## config.mk

```make
export PLATFORM = sky130hd
export DESIGN_NAME = fdvs_ctrl
export DESIGN_NICKNAME = d
export VERILOG_FILES = /design/src/rtl/fdvs_pkg.sv /design/src/rtl/fdvs_ctrl.sv
export SDC_FILE = /design/constraint.sdc
export NUM_CORES = 1
export LEC_CHECK = 0
export BUFFER_PORTS_ARGS = -buffer_cell sky130_fd_sc_hd__buf_2
export CAP_MARGIN = 20
export CELL_PAD_IN_SITES_DETAIL_PLACEMENT = 1
export CELL_PAD_IN_SITES_GLOBAL_PLACEMENT = 1
export CORE_MARGIN = 3
export CORE_UTILIZATION = 34
export CTS_BUF_LIST = sky130_fd_sc_hd__clkbuf_2
export DETAILED_ROUTE_END_ITERATION = 8
export GPL_ROUTABILITY_DRIVEN = 0
export PLACE_DENSITY = 0.79
export SYNTH_ARGS = -nofsm -noshare
export SYNTH_HDL_FRONTEND = slang
export SYNTH_SLANG_ARGS = --single-unit
```

## constraint.sdc

```tcl
create_clock -name i_clk -period 1.72 [get_ports i_clk]
set_clock_uncertainty 0.15 [all_clocks]
set_input_delay 0.086 -clock i_clk [delete_from_list [all_inputs] [get_ports i_clk]]
set_output_delay 0.086 -clock i_clk [all_outputs]
set_load 0.01 [all_outputs]
```

## src/rtl/fdvs_pkg.sv

```systemverilog
// ----------------------------------------------------------------------------
// fdvs_pkg
// Shared widths, register codes, command types and helpers of the
// filtered decay voice shaper.
// ----------------------------------------------------------------------------
package fdvs_pkg;

    // Sample format and envelope precision.
    localparam int SAMPLE_BITS   = 16;
    localparam int ENV_FRAC_BITS = 24;

    // Port widths that the interface fixes.
    localparam int IN_W   = 16;
    localparam int PCM_W  = 16;
    localparam int CFG_IW = 2;
    localparam int CFG_DW = 25;

    // Filter format Q1.FILT_FRAC.
    localparam int FILT_FRAC = SAMPLE_BITS + 7;
    localparam int FILT_W    = FILT_FRAC + 1;
    localparam int DIFF_W    = FILT_W + 1;
    localparam int IN_SHIFT  = FILT_FRAC - (SAMPLE_BITS - 1);

    // Coefficient formats.
    localparam int ALPHA_W    = 17;
    localparam int ALPHA_FRAC = 16;
    localparam int RATIO_W    = 25;
    localparam int RATIO_FRAC = 24;
    localparam int VOL_W      = 16;
    localparam int VOL_FRAC   = 15;
    localparam int ENV_W      = ENV_FRAC_BITS + 1;

    localparam logic [ALPHA_W-1:0] ALPHA_ONE = ALPHA_W'(1) << ALPHA_FRAC;
    localparam logic [RATIO_W-1:0] RATIO_ONE = RATIO_W'(1) << RATIO_FRAC;
    localparam logic [ENV_W-1:0]   ENV_ONE   = ENV_W'(1) << ENV_FRAC_BITS;

    localparam logic [ALPHA_W-1:0] ALPHA_RST = ALPHA_W'(32768);
    localparam logic [VOL_W-1:0]   VOL_RST   = VOL_W'(22938);

    // Shared signed multiplier; every operand fits with a sign bit.
    localparam int MW_0  = (DIFF_W > FILT_W) ? DIFF_W : FILT_W;
    localparam int MW_1  = (MW_0 > ENV_W + 1) ? MW_0 : ENV_W + 1;
    localparam int MW_2  = (MW_1 > RATIO_W + 1) ? MW_1 : RATIO_W + 1;
    localparam int MUL_W = (MW_2 > ALPHA_W + 1) ? MW_2 : ALPHA_W + 1;
    localparam int PROD_W = 2 * MUL_W;

    // Output scaling: clamp limit 2^LIM_SHIFT, full scale 2^PCM_SHIFT - 1.
    localparam int LIM_SHIFT = FILT_FRAC + VOL_FRAC;
    localparam int MAG_W     = LIM_SHIFT + 1;
    localparam int PCM_SHIFT = 15;
    localparam int SCL_W     = MAG_W + PCM_SHIFT;

    // Configuration register indexes.
    localparam logic [CFG_IW-1:0] CFG_ALPHA  = CFG_IW'(0);
    localparam logic [CFG_IW-1:0] CFG_RATIO  = CFG_IW'(1);
    localparam logic [CFG_IW-1:0] CFG_VOLUME = CFG_IW'(2);

    // Operand pairs of the shared multiplier.
    typedef enum logic [1:0] {
        MS_ALPHA_DIFF  = 2'd0,
        MS_FILT_ENV    = 2'd1,
        MS_ENV_RATIO   = 2'd2,
        MS_SCALED_VOL  = 2'd3
    } t_mul_sel;

    typedef struct packed {
        logic     load;
        logic     mul_en;
        t_mul_sel mul_sel;
        logic     upd_filter;
        logic     upd_scaled;
        logic     upd_env;
        logic     clamp_en;
        logic     pcm_load;
    } t_dp_cmd;

    typedef struct packed {
        logic out_free;
    } t_dp_stat;

    // Arithmetic right shift that rounds toward zero.
    function automatic logic signed [PROD_W-1:0] shr0(
        input logic signed [PROD_W-1:0] v,
        input int unsigned              sh
    );
        logic [PROD_W-1:0] m;
        m = v[PROD_W-1] ? (~v + PROD_W'(1)) : v;
        m = m >> sh;
        return v[PROD_W-1] ? $signed(~m + PROD_W'(1)) : $signed(m);
    endfunction

endpackage

```

## src/rtl/fdvs_ctrl.sv

```systemverilog
// ----------------------------------------------------------------------------
// fdvs_ctrl
// Sequencer that steps one sample through the shared multiplier datapath.
// ----------------------------------------------------------------------------
module fdvs_ctrl (
    input  logic               i_clk,
    input  logic               i_rst_n,
    input  logic               i_valid,
    output logic               o_ready,
    input  fdvs_pkg::t_dp_stat i_stat,
    output fdvs_pkg::t_dp_cmd  o_cmd
);

    typedef enum logic [7:0] {
        ST_IDLE   = 8'b0000_0001,
        ST_MUL_D  = 8'b0000_0010,
        ST_UPD_F  = 8'b0000_0100,
        ST_MUL_S  = 8'b0000_1000,
        ST_UPD_S  = 8'b0001_0000,
        ST_UPD_E  = 8'b0010_0000,
        ST_CLAMP  = 8'b0100_0000,
        ST_PCM    = 8'b1000_0000
    } t_state;

    t_state r_state;
    t_state n_state;

    always_ff @(posedge i_clk) begin
        if (!i_rst_n) begin
            r_state <= ST_IDLE;
        end else begin
            r_state <= n_state;
        end
    end

    always_comb begin
        n_state        = r_state;
        o_cmd          = '0;
        o_cmd.mul_sel  = fdvs_pkg::MS_ALPHA_DIFF;
        unique case (r_state)
            ST_IDLE: begin
                if (i_valid) begin
                    o_cmd.load = 1'b1;
                    n_state    = ST_MUL_D;
                end
            end
            ST_MUL_D: begin
                o_cmd.mul_en  = 1'b1;
                o_cmd.mul_sel = fdvs_pkg::MS_ALPHA_DIFF;
                n_state       = ST_UPD_F;
            end
            ST_UPD_F: begin
                o_cmd.upd_filter = 1'b1;
                n_state          = ST_MUL_S;
            end
            ST_MUL_S: begin
                o_cmd.mul_en  = 1'b1;
                o_cmd.mul_sel = fdvs_pkg::MS_FILT_ENV;
                n_state       = ST_UPD_S;
            end
            ST_UPD_S: begin
                // The envelope product does not depend on the scaled sample.
                o_cmd.upd_scaled = 1'b1;
                o_cmd.mul_en     = 1'b1;
                o_cmd.mul_sel    = fdvs_pkg::MS_ENV_RATIO;
                n_state          = ST_UPD_E;
            end
            ST_UPD_E: begin
                o_cmd.upd_env = 1'b1;
                o_cmd.mul_en  = 1'b1;
                o_cmd.mul_sel = fdvs_pkg::MS_SCALED_VOL;
                n_state       = ST_CLAMP;
            end
            ST_CLAMP: begin
                o_cmd.clamp_en = 1'b1;
                n_state        = ST_PCM;
            end
            ST_PCM: begin
                if (i_stat.out_free) begin
                    o_cmd.pcm_load = 1'b1;
                    n_state        = ST_IDLE;
                end
            end
            default: begin
                n_state = ST_IDLE;
            end
        endcase
    end

    assign o_ready = (r_state == ST_IDLE);

endmodule

```

# Word level (Yosys, flattened, before mapping)
# Cells that the tools add are included.
[word_totals]
register_bits = 8
elab_cells = 24
[op_classes]
eq_ne = 10
mux = 12
reduce_logical = 1
[ops]
columns = ["op", "count"]
rows = [
  ["$pmux W8 S8", 1],
  ["$mux W8", 2],
  ["$pmux W3 S4", 1],
  ["$eq A8 B1 Y1 const B", 1],
  ["$eq A8 B2 Y1 const B", 1],
  ["$eq A8 B3 Y1 const B", 1],
  ["$eq A8 B4 Y1 const B", 1],
  ["$eq A8 B5 Y1 const B", 1],
  ["$eq A8 B6 Y1 const B", 1],
  ["$eq A8 B7 Y1 const B", 1],
  ["$eq A8 B8 Y1 const B", 1],
  ["$mux W1", 8],
  ["$ne A2 B2 Y1 const B", 2],
  ["$reduce_and A2 Y1", 1],
]

# Logic depth before layout (Yosys ltp)
[depth]
ltp_word = 3
depth_mapped = 5

# Worst setup path after synthesis
# Ideal clock, no wire load.
[synth_timing]
kind = "register to output"
startpoint = "reg r_state[3]"
endpoint = "out o_cmd[8] (netlist name)"
slack_ns = 0.028
arrival_time_ns = 1.456
required_ns = 1.484
stages_incl_launch_ff = 6
n_path_buf = 1
cell_sequence = "dfxtp_1 buf_6 nor4_4 or4b_4 inv_2 and2_1"
[synth_rtl]
columns = ["item", "line_no", "rtl"]
rows = [
  ["start: declaration", "fdvs_ctrl.sv:25", "t_state r_state;"],
  ["start signal: assignment", "fdvs_ctrl.sv:32", "r_state <= n_state;"],
  ["end: declaration", "fdvs_ctrl.sv:11", "output fdvs_pkg::t_dp_cmd o_cmd"],
]

==> impl_metrics.env <==
export IMPL_drive_gt1_share_pct=64.77
export IMPL_avgRoutedWirePerCell_um=16.54
export IMPL_power_uw=608.1
export IMPL_ys_warnings_count=0
export IMPL_area_growth_pct=70.85
export IMPL_synthArstFlopShare_pct=0
export IMPL_power_density_nw_per_um2=714.7
export IMPL_critPathRequiredTime_ps=1480
export IMPL_cp_slowest_stage_delay_ps=510
export IMPL_synth_nets=61
export IMPL_whs_ps=59.91
export IMPL_synth_top_area_share_pct=32.16
export IMPL_hold_viol=0
export IMPL_p_int_uw=409.2
export IMPL_power_frac_clock_pct=19.3
export IMPL_period_needed_ps=1890
export IMPL_stdcell_count=103
export IMPL_antenna_cells=0
export IMPL_insertion_delay_ps=240
export IMPL_reg_top3="r_state x8"
export IMPL_cts_tree="done"
export IMPL_synth_cell_types=28
export IMPL_hpwl_um=1039
export IMPL_slew_limit_headroom_pct=75.27
export IMPL_wl_um=1704
export IMPL_netlist_top_cells_area="dfxtp_1 32%, nor3_1 7.0%, xnor2_1 5.3%"
export IMPL_portBuffers=13
export IMPL_via_per_inst=5.252
export IMPL_p_leak_uw=0.0003816
export IMPL_cts_buffer_depth=2
export IMPL_crit_chain="nor4_4, or4b_4, inv_2, and2_4, buf_6"
export IMPL_finalSetupViolCount=8
export IMPL_worst_slack_ps=-170.0
export IMPL_fp_dieW_um=44.27
export IMPL_largest_register_ffs=8
export IMPL_drt_iter0_drc=2
export IMPL_synth_commonest_cells="8 x dfxtp_1, 7 x nor3_1"
export IMPL_antenna_found_initial=0
export IMPL_drv_slew=0
export IMPL_dr_pass1_iters=4
export IMPL_cts_inserted_buffers=3
export IMPL_synth_top_area_cell="dfxtp_1"
export IMPL_cts_htree_levels=1
export IMPL_largest_register="r_state"
export IMPL_io_pins=14
export IMPL_period_share_pct=109.9
export IMPL_cp_end_kind="output pin"
export IMPL_r2r_slack_ps=-30
export IMPL_dieArea_sq_um=1960
export IMPL_worst_ep_arrival_time_ps=1650
export IMPL_switching_share_pct=32.71
export IMPL_die_h_um=44.27
export IMPL_seq_area_frac_synth_pct=32.16
export IMPL_fin_nets=94
export IMPL_rows=13
export IMPL_cpMaxStageDelayCell="or4b_4"
export IMPL_ys_seq_elements=8
export IMPL_grt_usage_pct=17.85
export IMPL_synth_most_common_cell="dfxtp_1"
export IMPL_violations="negative setup slack"
export IMPL_grt_pass1_vias=562
export IMPL_rsz0062_at_grt="yes"
export IMPL_grt_start_max_net_pins=9
export IMPL_drc=0
export IMPL_grt_pass1_wl_um=2608
export IMPL_synthFlopType="dfxtp_1"
export IMPL_cp_start_kind="flip-flop"
export IMPL_status="finished with violations"
export IMPL_synth_edff_count=0
export IMPL_clk_pin_slew_ps=90
export IMPL_p_comb_share_pct=45.6
export IMPL_dp_cells=88
export IMPL_clockRootBuffer="clkbuf_2"
export IMPL_cts_sinks=8
export IMPL_fmax_ghz=0.5291
export IMPL_grt_overflow_total=0
export IMPL_syn_area_per_cell_sq_um=8.736
export IMPL_coreArea_sq_um=1334
export IMPL_detail_route_antenna_nets=0
export IMPL_p_switching_uw=198.9
export IMPL_vias=541
export IMPL_worstHoldPathType="primary input to flip-flop"
export IMPL_critPathMaxFanout=2
export IMPL_drv_cap=0
export IMPL_syn_area_sq_um=498.0
export IMPL_final_util_pct=63.79
export IMPL_tightest_slew_ps=368.2
export IMPL_power_share_sequential_pct=35.1
export IMPL_peakVddDrop_mv=0.4264
export IMPL_syn_inst=57
export IMPL_critPathKind="flip-flop to output pin"
export IMPL_initial_core_util_pct=37.34
-- stage by stage --
step	setup TNS (ps)	area [sq um]	setup slack [ps]
after floorplan	0	498.0	27.66
final	-603.3	850.8	-170.0
after global placement	0	599.3	52.11
after CTS	-807.4	700.7	-177.7
after global routing	-1686	850.8	-318.4
after detailed placement	0	599.3	1.876
-- path summary, 6_finish.rpt --
kind	from	endpoint	depth (start not counted)
min reg2reg	r_state[4]	r_state[4]	2
min	i_valid	r_state[7]	4
max	r_state[4]	o_cmd[8]	5
max reg2reg	r_state[4]	r_state[0]	5
-- cells in the final DEF (no fill, tap or decap), types with 3 or more instances in the layout --
master,Yosys,final
buf_2,1,10
buf_4,1,15
buf_6,2,4
clkbuf_2,0,3
dfxtp_2,0,4
nor2_1,3,3
nor3_1,7,4
nor3_2,0,3
xnor2_1,3,3
-- layout make-up --
cell class | count | area [sq um]
flip-flops and latches | 8 | 172.7
multi-input cells | 42 | 385.4
well taps | 15 | 18.77
fillers | 163 | 483.0
inverters | 3 | 11.26
repair buffers | 32 | 247.7
clock buffers | 3 | 15.01
-- layer usage --
layer,track usage (%),wire (um),share of wire [%],up-vias
li1,-,-,-,265
met1,20.59,678,40,262
met2,32.56,951,56,10
met3,1.220,45,2.6,4
met4,9.036,29,1.7,0
met5,0,0,0,-
-- critical path, delay by kind of cell (launching register included) --
family	cells	cell delay (ps)
buf+inv	2	170
flops	1	340
simple gates	3	910
-- repair_timing --
item | in CTS | in global routing
endpoints found under the setup margin | 10 | 13
resized for setup | 9 | 22
hold buffers | 2 | 0
buffers inserted | 5 | 5
endpoints found under the hold margin | 4 | 0
pin swaps | 4 | 6
-- kinds of logic (layout without fill, tap and decap cells) --
kind of cell,count (synthesis),after routing,synth area share (%)
simple gates,34,34,45.48
xor+xnor,3,3,5.277
buf+inv,7,38,9.296
compound gates,5,5,7.790
flops,8,8,32.16
-- power by group through the flow --
stage          clock (uW)  combinational, uW  sequential [uW]
6_report              117                278              213
5_1_grt               126                298              216
4_1_cts               118                195              211
3_5_place_dp            0                138              214
3_3_place_gp            0                132              212
2_1_floorplan           0               83.1              214
No activity file was read; power rests on OpenSTA's default activity.
