--- src/rtl/fdvs_pkg.sv ---
// ----------------------------------------------------------------------------
// fdvs_pkg
// Shared widths, register codes, command types and helpers of the
// filtered decay voice shaper.
// ----------------------------------------------------------------------------
package fdvs_pkg;

    // Sample format and envelope precision.
    localparam int SAMPLE_BITS   = 16;
    localparam int ENV_FRAC_BITS = 24;

    // Port widths that the interface fixes.
    localparam int IN_W   = 16;
    localparam int PCM_W  = 16;
    localparam int CFG_IW = 2;
    localparam int CFG_DW = 25;

    // Filter format Q1.FILT_FRAC.
    localparam int FILT_FRAC = SAMPLE_BITS + 7;
    localparam int FILT_W    = FILT_FRAC + 1;
    localparam int DIFF_W    = FILT_W + 1;
    localparam int IN_SHIFT  = FILT_FRAC - (SAMPLE_BITS - 1);

    // Coefficient formats.
    localparam int ALPHA_W    = 17;
    localparam int ALPHA_FRAC = 16;
    localparam int RATIO_W    = 25;
    localparam int RATIO_FRAC = 24;
    localparam int VOL_W      = 16;
    localparam int VOL_FRAC   = 15;
    localparam int ENV_W      = ENV_FRAC_BITS + 1;

    localparam logic [ALPHA_W-1:0] ALPHA_ONE = ALPHA_W'(1) << ALPHA_FRAC;
    localparam logic [RATIO_W-1:0] RATIO_ONE = RATIO_W'(1) << RATIO_FRAC;
    localparam logic [ENV_W-1:0]   ENV_ONE   = ENV_W'(1) << ENV_FRAC_BITS;

    localparam logic [ALPHA_W-1:0] ALPHA_RST = ALPHA_W'(32768);
    localparam logic [VOL_W-1:0]   VOL_RST   = VOL_W'(22938);

    // Shared signed multiplier; every operand fits with a sign bit.
    localparam int MW_0  = (DIFF_W > FILT_W) ? DIFF_W : FILT_W;
    localparam int MW_1  = (MW_0 > ENV_W + 1) ? MW_0 : ENV_W + 1;
    localparam int MW_2  = (MW_1 > RATIO_W + 1) ? MW_1 : RATIO_W + 1;
    localparam int MUL_W = (MW_2 > ALPHA_W + 1) ? MW_2 : ALPHA_W + 1;
    localparam int PROD_W = 2 * MUL_W;

    // Output scaling: clamp limit 2^LIM_SHIFT, full scale 2^PCM_SHIFT - 1.
    localparam int LIM_SHIFT = FILT_FRAC + VOL_FRAC;
    localparam int MAG_W     = LIM_SHIFT + 1;
    localparam int PCM_SHIFT = 15;
    localparam int SCL_W     = MAG_W + PCM_SHIFT;

    // Configuration register indexes.
    localparam logic [CFG_IW-1:0] CFG_ALPHA  = CFG_IW'(0);
    localparam logic [CFG_IW-1:0] CFG_RATIO  = CFG_IW'(1);
    localparam logic [CFG_IW-1:0] CFG_VOLUME = CFG_IW'(2);

    // Operand pairs of the shared multiplier.
    typedef enum logic [1:0] {
        MS_ALPHA_DIFF  = 2'd0,
        MS_FILT_ENV    = 2'd1,
        MS_ENV_RATIO   = 2'd2,
        MS_SCALED_VOL  = 2'd3
    } t_mul_sel;

    typedef struct packed {
        logic     load;
        logic     mul_en;
        t_mul_sel mul_sel;
        logic     upd_filter;
        logic     upd_scaled;
        logic     upd_env;
        logic     clamp_en;
        logic     pcm_load;
    } t_dp_cmd;

    typedef struct packed {
        logic out_free;
    } t_dp_stat;

    // Arithmetic right shift that rounds toward zero.
    function automatic logic signed [PROD_W-1:0] shr0(
        input logic signed [PROD_W-1:0] v,
        input int unsigned              sh
    );
        logic [PROD_W-1:0] m;
        m = v[PROD_W-1] ? (~v + PROD_W'(1)) : v;
        m = m >> sh;
        return v[PROD_W-1] ? $signed(~m + PROD_W'(1)) : $signed(m);
    endfunction

endpackage

--- src/rtl/fdvs_datapath.sv ---
// ----------------------------------------------------------------------------
// fdvs_datapath
// Configuration registers, filter and envelope state, shared multiplier,
// clamp and PCM scaling, and the output register.
// ----------------------------------------------------------------------------
module fdvs_datapath (
    input  logic                                i_clk,
    input  logic                                i_rst_n,
    input  fdvs_pkg::t_dp_cmd                   i_cmd,
    output fdvs_pkg::t_dp_stat                  o_stat,
    input  logic                                i_clip_start,
    input  logic signed [fdvs_pkg::IN_W-1:0]    i_sample_in,
    input  logic                                i_cfg_valid,
    input  logic [fdvs_pkg::CFG_IW-1:0]         i_cfg_index,
    input  logic [fdvs_pkg::CFG_DW-1:0]         i_cfg_data,
    input  logic                                i_ready,
    output logic                                o_valid,
    output logic signed [fdvs_pkg::PCM_W-1:0]   o_pcm_out,
    output logic                                o_clipped
);

    localparam logic signed [fdvs_pkg::PROD_W-1:0] LIM =
        fdvs_pkg::PROD_W'(1) << fdvs_pkg::LIM_SHIFT;
    localparam logic signed [fdvs_pkg::PROD_W-1:0] NEG_LIM = -LIM;

    logic [fdvs_pkg::ALPHA_W-1:0]          r_alpha;
    logic [fdvs_pkg::RATIO_W-1:0]          r_ratio;
    logic [fdvs_pkg::VOL_W-1:0]            r_volume;

    logic signed [fdvs_pkg::FILT_W-1:0]    r_x;
    logic signed [fdvs_pkg::FILT_W-1:0]    r_filter;
    logic [fdvs_pkg::ENV_W-1:0]            r_env;
    logic signed [fdvs_pkg::FILT_W-1:0]    r_scaled;
    logic signed [fdvs_pkg::PROD_W-1:0]    r_prod;
    logic [fdvs_pkg::MAG_W-1:0]            r_mag;
    logic                                  r_neg;
    logic                                  r_clip;

    logic                                  r_out_valid;
    logic signed [fdvs_pkg::PCM_W-1:0]     r_pcm;
    logic                                  r_out_clip;

    logic [fdvs_pkg::SAMPLE_BITS-1:0]      raw;
    logic signed [fdvs_pkg::FILT_W-1:0]    x_ext;
    logic signed [fdvs_pkg::DIFF_W-1:0]    diff;
    logic signed [fdvs_pkg::MUL_W-1:0]     op_a;
    logic signed [fdvs_pkg::MUL_W-1:0]     op_b;
    logic [fdvs_pkg::PROD_W-1:0]           prod_abs;
    logic [fdvs_pkg::SCL_W-1:0]            scaled_mag;
    logic [fdvs_pkg::PCM_W-1:0]            pcm_mag;

    // Configuration; alpha and ratio saturate at one when written.
    always_ff @(posedge i_clk) begin
        if (!i_rst_n) begin
            r_alpha  <= fdvs_pkg::ALPHA_RST;
            r_ratio  <= fdvs_pkg::RATIO_ONE;
            r_volume <= fdvs_pkg::VOL_RST;
        end else if (i_cfg_valid) begin
            unique case (i_cfg_index)
                fdvs_pkg::CFG_ALPHA: begin
                    r_alpha <= (i_cfg_data[fdvs_pkg::ALPHA_W-1:0] > fdvs_pkg::ALPHA_ONE)
                               ? fdvs_pkg::ALPHA_ONE : i_cfg_data[fdvs_pkg::ALPHA_W-1:0];
                end
                fdvs_pkg::CFG_RATIO: begin
                    r_ratio <= (i_cfg_data[fdvs_pkg::RATIO_W-1:0] > fdvs_pkg::RATIO_ONE)
                               ? fdvs_pkg::RATIO_ONE : i_cfg_data[fdvs_pkg::RATIO_W-1:0];
                end
                fdvs_pkg::CFG_VOLUME: begin
                    r_volume <= i_cfg_data[fdvs_pkg::VOL_W-1:0];
                end
                default: begin
                end
            endcase
        end
    end

    // Input sample moved to the filter format.
    assign raw   = fdvs_pkg::SAMPLE_BITS'($unsigned(i_sample_in));
    assign x_ext = fdvs_pkg::FILT_W'($signed(raw)) <<< fdvs_pkg::IN_SHIFT;
    assign diff  = fdvs_pkg::DIFF_W'(r_x) - fdvs_pkg::DIFF_W'(r_filter);

    always_comb begin
        op_a = '0;
        op_b = '0;
        unique case (i_cmd.mul_sel)
            fdvs_pkg::MS_ALPHA_DIFF: begin
                op_a = fdvs_pkg::MUL_W'($signed({1'b0, r_alpha}));
                op_b = fdvs_pkg::MUL_W'(diff);
            end
            fdvs_pkg::MS_FILT_ENV: begin
                op_a = fdvs_pkg::MUL_W'(r_filter);
                op_b = fdvs_pkg::MUL_W'($signed({1'b0, r_env}));
            end
            fdvs_pkg::MS_ENV_RATIO: begin
                op_a = fdvs_pkg::MUL_W'($signed({1'b0, r_env}));
                op_b = fdvs_pkg::MUL_W'($signed({1'b0, r_ratio}));
            end
            fdvs_pkg::MS_SCALED_VOL: begin
                op_a = fdvs_pkg::MUL_W'(r_scaled);
                op_b = fdvs_pkg::MUL_W'($signed({1'b0, r_volume}));
            end
            default: begin
            end
        endcase
    end

    assign prod_abs = r_prod[fdvs_pkg::PROD_W-1] ? (~r_prod + fdvs_pkg::PROD_W'(1)) : r_prod;

    // Clip state and the envelope live across items.
    always_ff @(posedge i_clk) begin
        if (!i_rst_n) begin
            r_filter <= '0;
            r_env    <= fdvs_pkg::ENV_ONE;
        end else begin
            if (i_cmd.load && i_clip_start) begin
                r_filter <= '0;
                r_env    <= fdvs_pkg::ENV_ONE;
            end
            if (i_cmd.upd_filter) begin
                r_filter <= r_filter + fdvs_pkg::FILT_W'(
                    fdvs_pkg::shr0(r_prod, fdvs_pkg::ALPHA_FRAC));
            end
            if (i_cmd.upd_env) begin
                r_env <= fdvs_pkg::ENV_W'($unsigned(r_prod) >> fdvs_pkg::RATIO_FRAC);
            end
        end
    end

    always_ff @(posedge i_clk) begin
        if (i_cmd.load) begin
            r_x <= x_ext;
        end
        if (i_cmd.mul_en) begin
            r_prod <= op_a * op_b;
        end
        if (i_cmd.upd_scaled) begin
            r_scaled <= fdvs_pkg::FILT_W'(fdvs_pkg::shr0(r_prod, fdvs_pkg::ENV_FRAC_BITS));
        end
        if (i_cmd.clamp_en) begin
            r_neg <= r_prod[fdvs_pkg::PROD_W-1];
            if (r_prod > LIM || r_prod < NEG_LIM) begin
                r_mag  <= fdvs_pkg::MAG_W'(LIM);
                r_clip <= 1'b1;
            end else begin
                r_mag  <= fdvs_pkg::MAG_W'(prod_abs);
                r_clip <= 1'b0;
            end
        end
    end

    // Multiply by 2^15 - 1 as a shift and a subtract.
    assign scaled_mag = {r_mag, fdvs_pkg::PCM_SHIFT'(0)} - fdvs_pkg::SCL_W'(r_mag);
    assign pcm_mag    = fdvs_pkg::PCM_W'(scaled_mag >> fdvs_pkg::LIM_SHIFT);

    always_ff @(posedge i_clk) begin
        if (!i_rst_n) begin
            r_out_valid <= 1'b0;
        end else if (i_cmd.pcm_load) begin
            r_out_valid <= 1'b1;
        end else if (i_ready) begin
            r_out_valid <= 1'b0;
        end
    end

    always_ff @(posedge i_clk) begin
        if (i_cmd.pcm_load) begin
            r_pcm      <= r_neg ? $signed(~pcm_mag + fdvs_pkg::PCM_W'(1)) : $signed(pcm_mag);
            r_out_clip <= r_clip;
        end
    end

    assign o_stat.out_free = !r_out_valid || i_ready;
    assign o_valid         = r_out_valid;
    assign o_pcm_out       = r_pcm;
    assign o_clipped       = r_out_clip;

endmodule

--- config.mk ---
export PLATFORM = sky130hd
export DESIGN_NAME = fdvs_datapath
export DESIGN_NICKNAME = d
export VERILOG_FILES = /design/src/rtl/fdvs_pkg.sv /design/src/rtl/fdvs_datapath.sv
export SDC_FILE = /design/constraint.sdc
export NUM_CORES = 2
export LEC_CHECK = 0
export BUFFER_PORTS_ARGS = -buffer_cell sky130_fd_sc_hd__buf_4
export CORE_AREA = 8 8 267 269
export DETAILED_ROUTE_END_ITERATION = 16
export DIE_AREA = 0 0 275 277
export PLACE_DENSITY = 0.76
export SYNTH_ARGS = -nofsm -noshare
export SYNTH_HDL_FRONTEND = slang
export SYNTH_SLANG_ARGS = --single-unit
--- constraint.sdc ---
create_clock -name i_clk -period 13.6 [get_ports i_clk]
set_input_delay 2.72 -clock i_clk [delete_from_list [all_inputs] [get_ports i_clk]]
set_output_delay 2.72 -clock i_clk [all_outputs]
set_load 0.005 [all_outputs]
# Yosys cells after proc, flatten, opt, wreduce, memory -nomap -nowiden
# Cells that the tools add are included.
[word_totals]
reg_bits = 258
inputBits = 57
output_inout_bits = 19
wordCells = 62
[classes]
n_addsub = 7
multipliers = 1
magnitude_cmp = 4
n_eq_ne = 5
n_mux = 15
n_bitwise = 4
reduce_logical = 12
[op_table]
columns = ["op", "n"]
rows = [
  ["26-bit one-hot mux with 4 select lines", 2],
  ["24-bit two-way mux", 4],
  ["25-bit two-way mux", 3],
  ["54-bit by 39-bit subtractor with 54-bit output", 1],
  ["52-bit by 40-bit greater-than comparator with 1-bit output (second input constant)", 1],
  ["52-bit by 39-bit less-than comparator with 1-bit output (second input constant)", 1],
  ["26-bit by 26-bit multiplier with 52-bit output", 1],
  ["24-bit by 1-bit adder with 24-bit output (second input constant)", 2],
  ["48-bit by 2-bit adder with 48-bit output (second input constant)", 1],
  ["48-bit two-way mux", 1],
  ["24-bit NOT", 2],
  ["48-bit NOT", 1],
  ["25-bit greater-than comparator (second input constant)", 1],
  ["24-bit by 24-bit subtractor with 25-bit output", 1],
  ["24-bit adder", 1],
  ["17-bit greater-than comparator (second input constant)", 1],
  ["17-bit two-way mux", 1],
  ["16-bit by 1-bit adder with 16-bit output (second input constant)", 1],
  ["16-bit two-way mux", 1],
  ["16-bit NOT", 1],
  ["2-bit equality test (second input constant)", 3],
  ["2-bit AND reduction", 3],
  ["2-bit nonzero test", 3],
  ["2-bit by 1-bit equality test with 1-bit output (second input constant)", 2],
  ["other kinds (5)", 9],
]

# Depth between registers and ports, before layout
[logic_depth]
word_depth = 8
depth_mapped = 39
ltp_nobuf = 38

# Worst setup path after synthesis
# OpenSTA, ideal clock, no wires.
[synth_path]
path_kind = "input to register"
from = "in i_cmd[6] (netlist bit)"
to = "reg r_prod[50] (netlist bit), data pin"
setup_time_ps = 265
t_arrival_ps = 10989
required_ps = 13335
slack_ps = 2346
stages = 33
n_path_buf = 5
path_cell_list = "clkbuf_1 -> buf_1 -> buf_1 -> mux2i_1 -> o21ai_1 -> a21o_1 -> clkbuf_1 -> clkbuf_1 -> nand2_1 -> fa_1 -> inv_1 -> fa_1 -> fa_1 -> inv_1 -> fa_1 -> inv_1 -> fa_1 -> inv_1 -> fa_1 -> inv_1 -> fa_1 -> ha_1 -> and3_1 -> a221oi_1 -> o211a_1 -> o21ai_0 -> nand3_1 -> a311o_1 -> a31oi_1 -> a211o_1 -> a21oi_1 -> o21ai_0 -> xor2_1"
[synth_via]
elab_chain_len = 3
elab_cells_between_ends = 7
cone_classes = "1 x mul; 3 x eq/ne; 2 x mux; 1 x reduce/logical"
[synth_rtl]
columns = ["item", "line", "source"]
rows = [
  ["from (decl)", "fdvs_datapath.sv:9", "input fdvs_pkg::t_dp_cmd i_cmd,"],
  ["2-bit equality test (tied with other cells)", "fdvs_datapath.sv:85", "unique case (i_cmd.mul_sel)"],
  ["26-bit one-hot mux with 4 select lines", "fdvs_datapath.sv:85", ""],
  ["26-bit by 26-bit multiplier with 52-bit output *", "fdvs_datapath.sv:134", "r_prod <= op_a * op_b;"],
  ["to (signal assigned)", "fdvs_datapath.sv:134", ""],
  ["to (decl)", "fdvs_datapath.sv:34", "logic signed [fdvs_pkg::PROD_W-1:0] r_prod;"],
]
# Mark *: on every way between the ends. The rest lies on a longest branch, timed or not.
# A chain may end at the register's enable or synchronous reset.

# Worst setup path after layout
[layout_path]
from = "in i_cmd[5] (netlist bit)"
to = "reg r_prod[50] (netlist bit), data pin"
# The elaborated chain is that of the path after synthesis.

==> results_dict.tcl <==
set metrics [dict create \
    status "finished clean" \
    synth_edf_count 150 \
    initial_core_util_pct 59.4 \
    reg2reg_slack_ps 1930 \
    fin_skew_ps 47.9 \
    hold_path_end "o_clipped" \
    drc 0 \
    rr_startpoint "r_filter[8]" \
    antenna_found_initial 7 \
    synth_top_cell_area_share_pct 35.9 \
    end_kind "register" \
    critPathLaunchType "input port" \
    cts.sinks 258 \
    cp.arrival_ps 12230 \
    rsz0062_at_grt "false" \
    ant_nets 0 \
    finalWorstSetupSlack_ps 1680 \
    ys.flop_type "edfxtp_1" \
    cts_buffers 24 \
    fin_crit_sh_pct 87.7 \
    placed_cells 5122 \
    avgSynthCellArea_um2 9.17 \
    dr.pass1.iters 6 \
    overflow 0 \
    clockRootBuffer "clkbuf_16" \
    vias 31600 \
    ys_seq_area_share_pct 16.8 \
    syn_inst 4325 \
    h-tree-depth 1 \
    ys_async_sr_fraction_pct 0 \
    dieHeight_um 277 \
    r2r_end "r_prod[51]" \
    port_buffers 75 \
    dr_wl_met2_mm 54.5 \
    place_congestion 0.965 \
    fin_cells 5169 \
    nFillCells 5619 \
    synthesis.nets 5307 \
    setup_viol 0 \
    hold_violations 0 \
    fin_area_mm2 0.0418 \
    synth_top_cell_by_area "fa_1" \
    nets 5257 \
    grt_pass1_vias 32900 \
    cpMostUsedCell "fa_1" \
    tightest_slew_ps 1340 \
    pre_cts_ws_ps 1190 \
    cts_tree "yes" \
    synth_area_leaders "fa_1, edfxtp_1, inv_1" \
    max_cap_viol_count 0 \
    drt-initial-drc-count 3191 \
    slowest_delay_ps 920 \
    min_period_ps 11920 \
    die_area_mm2 0.0762 \
    grt_use_total_pct 32.1 \
    hpwl_mm 94.0 \
    worst-r2r-cell-count 35 \
    num_rows 95 \
    path_clk_slew_ps 70 \
    hold_path_class "reg2reg" \
    clock_path_buffers 3 \
    slew_violations 0 \
    placed_area_mm2 0.0410 \
    ys_warn_count 0 \
    ys_seq_elements 258 \
    hold_depth 0 \
    syn_area_mm2 0.0397 \
    post-cts-setup-buffers 0 \
    met1Wirelength_mm 45.3 \
    critical_path.slowest_cell "fa_1" \
    met3_length_mm 12.5 \
    top_layer "met5" \
    ctsResizeCount 0 \
    drive_above_1_share_pct 5.38 \
    area_growth_pct 5.37 \
    post_drt_wl_per_cell_um 23.2 \
    grt_max_degree 96 \
    synth_cell_type_count 91 \
    final_common_cell "inv_1" \
    worstPathRequired_ps 13910 \
    min_from "r_clip" \
    holdBufCountCts 0 \
    final_cell_mix "inv_1, fa_1, nand2_1" \
    grt_pass1_wl_mm 190 \
    max_clock_freq_ghz 0.0839 \
    io_pins 76 \
    path_max_fanout 61 \
    fin_setup_tns_ps 0 \
    crit_type "in2reg" \
    routed_via_density 6.12 \
    core_mm2 0.0668 \
    worstSkewPairLatency_ps 570 \
    die_w_um 275 \
    routed_wl_mm 120 \
    relSlewSlack_pct 10.0 \
]
-- routing by layer --
layer	track usage (%)	up-vias
li1	-	13600
met1	42.5	15800
met2	49.6	1728
met3	7.11	444
met4	15.9	10
met5	0	-
-- cells in the mapped netlist (7+ instances only) --
library cell	n
nor2_1	301
a32oi_1	7
inv_1	794
nand4_1	28
a31oi_1	19
buf_1	21
and2_1	73
nand2b_1	16
o41ai_1	10
nor4_1	26
a21oi_1	129
o21ai_1	9
o31ai_1	15
nand2_1	641
a211oi_1	17
or2_2	7
dfxtp_1	108
nand3_1	56
or3_1	19
mux2i_1	16
fa_1	712
xnor2_1	127
nor3_1	40
o211ai_1	7
a22oi_1	90
mux4_2	22
o21ai_0	99
xor2_1	74
nor2b_1	51
o21bai_1	14
o21a_1	17
ha_1	213
a21o_1	53
a22o_1	10
edfxtp_1	150
mux2_2	7
and3_1	35
clkbuf_1	168
a41oi_1	7
-- metrics by stage --
stage | hold WS, ps | utilization (%)
3_3_place_gp | 401 | 61.4
2_1_floorplan | 400 | -
3_5_place_dp | 412 | 61.4
6_report | 426 | 62.6
5_1_grt | 436 | 62.6
4_1_cts | 428 | 62.6
-- critical path, delay by kind of cell --
| kind | cells | cell delay [ps] |
|---|---|---|
| buf+inv | 9 | 2220 |
| fa+ha+maj | 7 | 4040 |
| compound gates | 10 | 2530 |
| xor+xnor | 1 | 160 |
| simple gates | 4 | 570 |
-- sequential cells by signal, indices dropped and copies added, names as in the netlist --
register and count:
r_env 25, r_alpha 17, r_mag 39, r_clip 1, r_x 16, o_pcm_out 16
r_volume 16, r_filter 24, r_neg 1, r_ratio 25, r_prod 52, o_clipped 1
o_valid 1, r_scaled 24
-- logic make-up (layout without fill, tap and decap cells) --
group / count (synthesis) / after routing / synth area share (%)
compound gates: 565 / 565 / 9.54
fa+ha+maj: 925 / 925 / 42.6
other cells: 0 / 3 / 0
flops: 258 / 258 / 16.8
xor+xnor: 203 / 203 / 4.53
simple gates: 1335 / 1335 / 15.2
buf+inv: 994 / 962 / 9.44
mux: 45 / 45 / 1.85
-- worst max path at each step --
stage / from / depth (start not counted) / end / slack, ps
2_1_floorplan: i_cmd[6] / 33 / r_prod[50] / 2350
3_3_place_gp: i_cmd[6] / 32 / r_prod[51] / 1410
3_5_place_dp: i_cmd[5] / 31 / r_prod[50] / 1190
4_1_cts: i_cmd[5] / 31 / r_prod[50] / 1780
5_1_grt: i_cmd[5] / 31 / r_prod[50] / 1150
6_report: i_cmd[5] / 31 / r_prod[50] / 1680
-- cell type report --
class                      count  area (µm²)  share of cell area [%]
timing repair buffer         120         901                    2.15
sequential                   258        6670                    15.9
clock inverter                12        82.6                   0.198
tap                          873        1090                    2.61
clock buffer                  32         713                    1.71
multi-input combinational   3073       29400                    70.2
antenna                        3        7.51                  0.0180
inverter                     798        3000                    7.16
Power is left out: the tool's default activity adds up to more than one toggle a clock period on the data nets, which glitch-free logic cannot reach.
